--- config.mk ---
export PLATFORM = sky130hd
export DESIGN_NAME = imhq_front
export DESIGN_NICKNAME = d
export VERILOG_FILES = /design/src/imhq_pkg.sv /design/src/imhq_front.sv
export SDC_FILE = /design/constraint.sdc
export NUM_CORES = 1
export LEC_CHECK = 0
export BUFFER_PORTS_ARGS = -buffer_cell sky130_fd_sc_hd__buf_4
export CAP_MARGIN = 20
export CORE_MARGIN = 4
export CORE_UTILIZATION = 50
export DETAILED_ROUTE_END_ITERATION = 8
export PLACE_DENSITY = 0.71
export SLEW_MARGIN = 0
export SYNTH_ARGS = -nofsm -noshare
export SYNTH_HDL_FRONTEND = slang
export SYNTH_SLANG_ARGS = --single-unit
--- constraint.sdc ---
create_clock -name clk -period 7.1 [get_ports clk]
set_clock_uncertainty 0.1 [all_clocks]
set_input_delay 0.355 -clock clk [delete_from_list [all_inputs] [get_ports clk]]
set_output_delay 0.355 -clock clk [all_outputs]
set_load 0.01 [all_outputs]
--- src/imhq_pkg.sv ---
// Shared constants and types for the indexed min-heap queue.
package imhq_pkg;

  localparam int HeapDepth     = 1024;
  localparam int IdSpace       = 1024;
  localparam int PriorityWidth = 32;
  localparam int QueueDepth    = 4;

  localparam int ACTION_W = 2;
  localparam int ID_W     = 10;
  localparam int PRIO_W   = 32;
  localparam int STATUS_W = 2;
  localparam int COUNT_W  = 11;

  localparam logic [ACTION_W-1:0] ACT_PUSH   = 2'd0;
  localparam logic [ACTION_W-1:0] ACT_POP    = 2'd1;
  localparam logic [ACTION_W-1:0] ACT_UPDATE = 2'd2;
  localparam logic [ACTION_W-1:0] ACT_UNUSED = 2'd3;

  localparam logic [STATUS_W-1:0] ST_OK      = 2'd0;
  localparam logic [STATUS_W-1:0] ST_FULL    = 2'd1;
  localparam logic [STATUS_W-1:0] ST_EMPTY   = 2'd2;
  localparam logic [STATUS_W-1:0] ST_UNKNOWN = 2'd3;

  typedef struct packed {
    logic [ACTION_W-1:0] action;
    logic [ID_W-1:0]     item_id;
    logic [PRIO_W-1:0]   priority_req;
  } cmd_t;

endpackage

--- src/imhq_front.sv ---
// Front end: accepts items into a small command queue.
module imhq_front #(
  parameter int QUEUE_DEPTH = imhq_pkg::QueueDepth
) (
  input  logic         clk,
  input  logic         rst,
  input  logic         in_valid,
  output logic         in_stall,
  input  imhq_pkg::cmd_t in_cmd,
  output logic         q_valid,
  input  logic         q_take,
  output imhq_pkg::cmd_t q_cmd
);
  localparam int AW = $clog2(QUEUE_DEPTH);

  imhq_pkg::cmd_t   fifo [QUEUE_DEPTH];
  logic [AW-1:0]    wr_ptr;
  logic [AW-1:0]    rd_ptr;
  logic [AW:0]      fill;
  logic             push;
  logic             pop;

  assign in_stall = (fill == (AW+1)'(QUEUE_DEPTH));
  assign push     = in_valid && !in_stall;
  assign q_valid  = (fill != '0);
  assign pop      = q_valid && q_take;
  assign q_cmd    = fifo[rd_ptr];

  always_ff @(posedge clk) begin
    if (push) begin
      fifo[wr_ptr] <= in_cmd;
    end
    if (rst) begin
      wr_ptr <= '0;
      rd_ptr <= '0;
      fill   <= '0;
    end else begin
      if (push) begin
        wr_ptr <= (wr_ptr == AW'(QUEUE_DEPTH-1)) ? '0 : wr_ptr + 1'b1;
      end
      if (pop) begin
        rd_ptr <= (rd_ptr == AW'(QUEUE_DEPTH-1)) ? '0 : rd_ptr + 1'b1;
      end
      fill <= fill + (AW+1)'(push) - (AW+1)'(pop);
    end
  end
endmodule

==> results of run 1 <==
## layout by cell type, fill, tap and decap left out, drive strengths merged
cell / instances
mux4: 44
fa: 1
xor2: 1
mux2i: 1
nand2: 1
nor2b: 1
edfxtp: 176
or3b: 1
nor3: 2
inv: 14
nor2: 3
nand3: 2
a21oi: 2
clkinvlp: 2
clkinv: 3
or3: 2
a21o: 1
o31ai: 2
dfxtp: 9
and2: 2
clkbuf: 17
ha: 7
and3: 4
bufinv: 3
buf: 98
## flip-flops by register name, summed over array words and instances (netlist names), named ones only
register,cells
fill,3
fifo,176
rd_ptr,2
wr_ptr,2
## layout make-up
type	instances	area [sq um]	share of cell area [%]
Clock inverter	15	189	2.27
Timing Repair Buffer	98	736	8.83
Sequential cell	185	5470	65.7
Tap cell	176	220	2.64
Inverter	7	26.3	0.315
Clock buffer	17	425	5.11
Multi-Input combinational cell	77	1260	15.2
## worst max-delay path, stage by stage (launching register included)
cell     delay (ns)
dfxtp_4        0.94
mux4_2         0.62
buf_4          0.16
## worst paths after layout
path,start,depth (start not counted),endpoint
setup reg to reg,fill[2],11,fill[2]
setup / recovery,flop,2,q_cmd[1]
hold / removal,in_cmd[42],1,fifo[1][42]
hold reg to reg,rd_ptr[0],2,flop
## per-layer routing
metal / up-vias / routed length, um / part of all wire (%) / global-route usage, %
met4: 0 / 238 / 2.1 / 6.57
met2: 95 / 5860 / 51 / 25.8
met1: 1580 / 4690 / 41 / 19.8
met3: 16 / 769 / 6.7 / 5.79
met5: - / 0 / 0 / 0
li1: 1388 / - / - / -
## through the flow
| stage | instance area [sq um] | power [mW] |
|---|---|---|
| 3_5_place_dp | 7720 | 2.09 |
| 3_3_place_gp | 7720 | 2.07 |
| 6_report | 8330 | 3.01 |
| 5_1_grt | 8330 | 3.16 |
| 4_1_cts | 8330 | 3.06 |
| 2_1_floorplan | 6820 | 1.80 |
## logic make-up after synthesis
family	after synthesis	synth area share, %
fa+ha+maj	8	1.58
buf+inv	19	1.41
compound gates	5	0.550
xor+xnor	1	0.128
flops	185	80.1
mux	45	14.7
simple gates	18	1.58
## power by group through the flow
| stage | Combinational [mW] | Clock (mW) | Sequential [mW] |
|---|---|---|---|
| detailed placement | 0.629 | 0 | 1.46 |
| global placement | 0.623 | 0 | 1.45 |
| finish | 0.621 | 0.966 | 1.43 |
| CTS | 0.634 | 0.986 | 1.43 |
| floorplan | 0.416 | 0 | 1.38 |
| global route | 0.670 | 1.04 | 1.45 |
==> impl_metrics.tcl, run 1 <==
set metrics [dict create \
    fillers 911 \
    slew_viol_final 0 \
    rsz0062_at_grt "no" \
    ys_seq_area_share_pct 80.1 \
    cts_root_buffer "clkbuf_16" \
    die_x_um 125 \
    ctsHtreeMaxLevel 4 \
    p_clk_share_pct 32.1 \
    num_io_pins 94 \
    numCtsBuffers 17 \
    period_needed_ns 2.65 \
    avgSynthCellArea_sq_um 24.3 \
    clock_path_buffers 2 \
    worstMarginPinSlew_ns 0.914 \
    die_y_um 125 \
    start_kind "flop" \
    antenna_cells 0 \
    coreArea_sq_um 13300 \
    p_seq_share_pct 47.3 \
    comb_power_share_pct 20.6 \
    vias 3079 \
    cellLeakagePower_nw 2.86 \
    synth_edf_count 176 \
    arrival_ns 2.20 \
    hpwl_um 6720 \
    synthTopCellsByArea "edfxtp_1 77%, mux4_2 15%, dfxtp_1 2.6%, ha_1 1.3%, buf_4 0.44%" \
    cts-hold-fix-buffers 0 \
    design.die.area_sq_um 15600 \
    grt_overflow 0 \
    nets 442 \
    fin_ws_ns 4.45 \
    status "finished clean" \
    utilization_pct 62.7 \
    port_buffers 93 \
    dr.pass1.iters 4 \
    hold_viol_final 0 \
    place_congestion 0.664 \
    track_usage_pct 16.0 \
    syn_to_final_growth_pct 22.1 \
    synthDistinctLibCells 29 \
    swShare_pct 25.3 \
    yosysTopAreaCell "edfxtp_1" \
    maxSlewHeadroom_pct 39.1 \
    maxCapViolations 0 \
    synth_top_area_share_pct 77.4 \
    rows 42 \
    irDropWorstVdd_mv 0.232 \
    synth.net_count 337 \
    cts_tree "done" \
    routed_wl_um 11600 \
    synth_flop_cell "edfxtp_1" \
    crit_required_ns 6.64 \
    power.switching_mw 0.764 \
    clkTransAtPathRegs_ns 0.07 \
    fin_hold_ws_ns 0.0273 \
    critPathMaxFanout 44 \
    synth_commonest_cells "176 x edfxtp_1, 44 x mux4_2, 9 x dfxtp_1, 7 x ha_1, 7 x inv_1" \
    grt_max_degree 45 \
    synth.most_common_cell "edfxtp_1" \
    worstSetupPathType "flop to output port" \
    drt_iter0_markers 215 \
    setup_tns_ns 0 \
    drive_above_1_share_pct 45.6 \
    async_reset_ff_share_pct 0 \
    viasPerCell 5.35 \
    post-cts-setup-buffers 0 \
    cts_resized 0 \
    fmax_mhz 377 \
    min_path_type "primary input to flop" \
    yosys_register_bits 185 \
    clk-insertion-delay-late_ns 0.42 \
    drt.antenna.violating_nets 0 \
    min_period_over_period_pct 37.4 \
    antenna_found_initial 0 \
    drcViolationCount 0 \
    grt_pass1_wl_um 18500 \
    dp_worst_setup_slack_ns 4.49 \
    stdcell_count 575 \
    intPower_mw 2.25 \
    setup.worst_path.end_class "output port" \
    setup-violations-final 0 \
    yosysWarnings 0 \
    dp_cells 543 \
    reg2reg_slack_ns 4.47 \
    powerDensity_nw_per_um2 362 \
    synthesis.area_sq_um 6820 \
    grt_pass1_vias 3338 \
    clock-sinks 185 \
    drt-wirelength-per-cell_um 20.1 \
    initial_core_util_pct 51.3 \
    synth_cells 281 \
]
No activity file was read; power rests on OpenSTA's default activity.
==> inputs of run 2 (changes only) <==
clock period = 2.6 ns   (was 7.1 ns; I/O delays follow)
==> run 2 against run 1 <==
  * Count of clock-buffer cells in the layout did not move
  * Design area rose by 7.2%
  * Routed wire length increased by 4.8%
  * Via count increased by 7.4%
  * Critical path type is now flop to flop
  * Largest cell class unchanged
==> impl_metrics.tcl, run 2 (synthesized netlist as in run 1, its figures left out) <==
set metrics [dict create \
    clkTransAtPathRegs_ns 0.06 \
    crit_chain "or3b_1 -> and2_4 -> inv_1 -> ha_1 -> inv_1 -> ha_1 -> inv_1 -> fa_1 -> xor2_1 -> and2_1 -> nor3_1" \
    cts_resized 0 \
    dr.pass1.iters 5 \
    min_period_over_period_pct 93.6 \
    fmax_mhz 411 \
    numCtsBuffers 17 \
    worstHoldStart "q_take" \
    ctsHtreeMaxLevel 4 \
    final_common_cell "edfxtp_1" \
    crit_start "fill[2]" \
    syn_to_final_growth_pct 30.9 \
    initial_core_util_pct 51.3 \
    vias 3306 \
    clock_path_buffers 2 \
    viasPerCell 5.26 \
    final_cell_mix "176 x edfxtp_1, 101 x buf_4, 46 x dlygate4sd3_1" \
    rsz0062_at_grt "no" \
    stdcell_count 629 \
    cp_slowest_cell "or3b_1" \
    place_congestion 0.691 \
    clock-sinks 185 \
    grt_overflow 0 \
    p_total_mw 8.51 \
    largest_reg_flops 176 \
    drcViolationCount 0 \
    period_needed_ns 2.43 \
    design.die.area_sq_um 15600 \
    worstSetupPathType "flop to flop" \
    nets 495 \
    cellLeakagePower_nw 3.12 \
    critPathMaxFanout 4 \
    hpwl_um 7330 \
    regMostFlops "fifo" \
    rows 42 \
    status "finished clean" \
    num_io_pins 94 \
    reg_top3 "fifo x176, fill x3" \
    crit_required_ns 2.84 \
    irDropWorstVdd_mv 0.619 \
    cpMostUsedCell "inv_1" \
    maxSlewHeadroom_pct 48.9 \
    grt_pass1_vias 3632 \
    cts_tree "done" \
    start_kind "flop" \
    track_usage_pct 16.7 \
    regToRegStartpoint "fill[2]" \
    min_path_type "primary input to flop" \
    dp_worst_setup_slack_ns 0.182 \
    setup_tns_ns 0 \
    coreArea_sq_um 13300 \
    routed_wl_um 12100 \
    dp_cells 550 \
    arrival_ns 2.67 \
    hold_viol_final 0 \
    grt_pass1_wl_um 19900 \
    drt_iter0_markers 201 \
    fin_ws_ns 0.166 \
    setup-violations-final 0 \
    fillers 862 \
    drt-wirelength-per-cell_um 19.2 \
    setup.worst_path.end_class "flop" \
    die_y_um 125 \
    port_buffers 93 \
    antenna_found_initial 1 \
    die_x_um 125 \
    maxCapViolations 0 \
    drive_above_1_share_pct 42.0 \
    cpPeakStageDelay_ns 0.39 \
    worstMarginPinSlew_ns 0.767 \
    powerDensity_nw_per_um2 953 \
    slew_viol_final 0 \
    grt_max_degree 29 \
    drt.antenna.violating_nets 0 \
    clk-insertion-delay-late_ns 0.41 \
    cts_root_buffer "clkbuf_16" \
]
-- run 2: cell type report --
cell class	instances	area [sq um]	share of cell area, %
tap	176	220	2.47
clock buffer	17	425	4.76
clock inverter	15	223	2.49
inverter	7	26.3	0.294
timing repair buffer	151	1300	14.5
multi-input combinational	77	1260	14.2
sequential	185	5470	61.3
antenna	1	2.50	0.0280
-- run 2: worst paths after layout --
kind,endpoint,slack (ns),cells past startpoint
worst max-delay path,fill[2],0.17,11
worst max register to register,fill[2],0.17,11
worst min-delay path,flop,0.10,5
worst min register to register,flop,0.40,2
-- run 2: routing by layer --
layer	wire length, um	vias to the layer above	share of wire (%)	GRT usage, %
li1	-	1493	-	-
met1	4930	1714	41	20.5
met2	6480	93	54	28.7
met3	624	6	5.2	4.55
met4	65	0	0.54	5.93
met5	0	-	0	0
-- run 2: what timing repair did --
item,in CTS,in global routing
hold buffers,46,0
setup buffers,0,0
hold endpoints to repair,185,0
setup endpoints to repair,0,0
-- run 2: critical path, delay by kind of cell, from the launching register on --
| kind | cells | cell delay, ns |
|---|---|---|
| and+or+nand+nor | 4 | 0.85 |
| adders and majority gates | 3 | 0.73 |
| DFF | 1 | 0.38 |
| xor gates and xnor gates | 1 | 0.16 |
| buffers and inverters | 3 | 0.15 |
-- run 2: stage by stage --
stage          area (sq um)  hold WS, ns  utilization, %
4_1_cts                8930       0.0704            67.1
3_3_place_gp           7820        0.230            58.8
3_5_place_dp           7820        0.232            58.8
2_1_floorplan          6820        0.129               -
6_report               8930        0.103            67.2
5_1_grt                8930        0.137            67.2
-- run 2: power by group --
part           internal (mW)  total (mW)  switching [mW]
Combinational           1.07        1.94           0.862
Sequential              3.65        3.80           0.153
Clock                   1.71        2.77            1.06
Total                   6.43        8.51            2.08
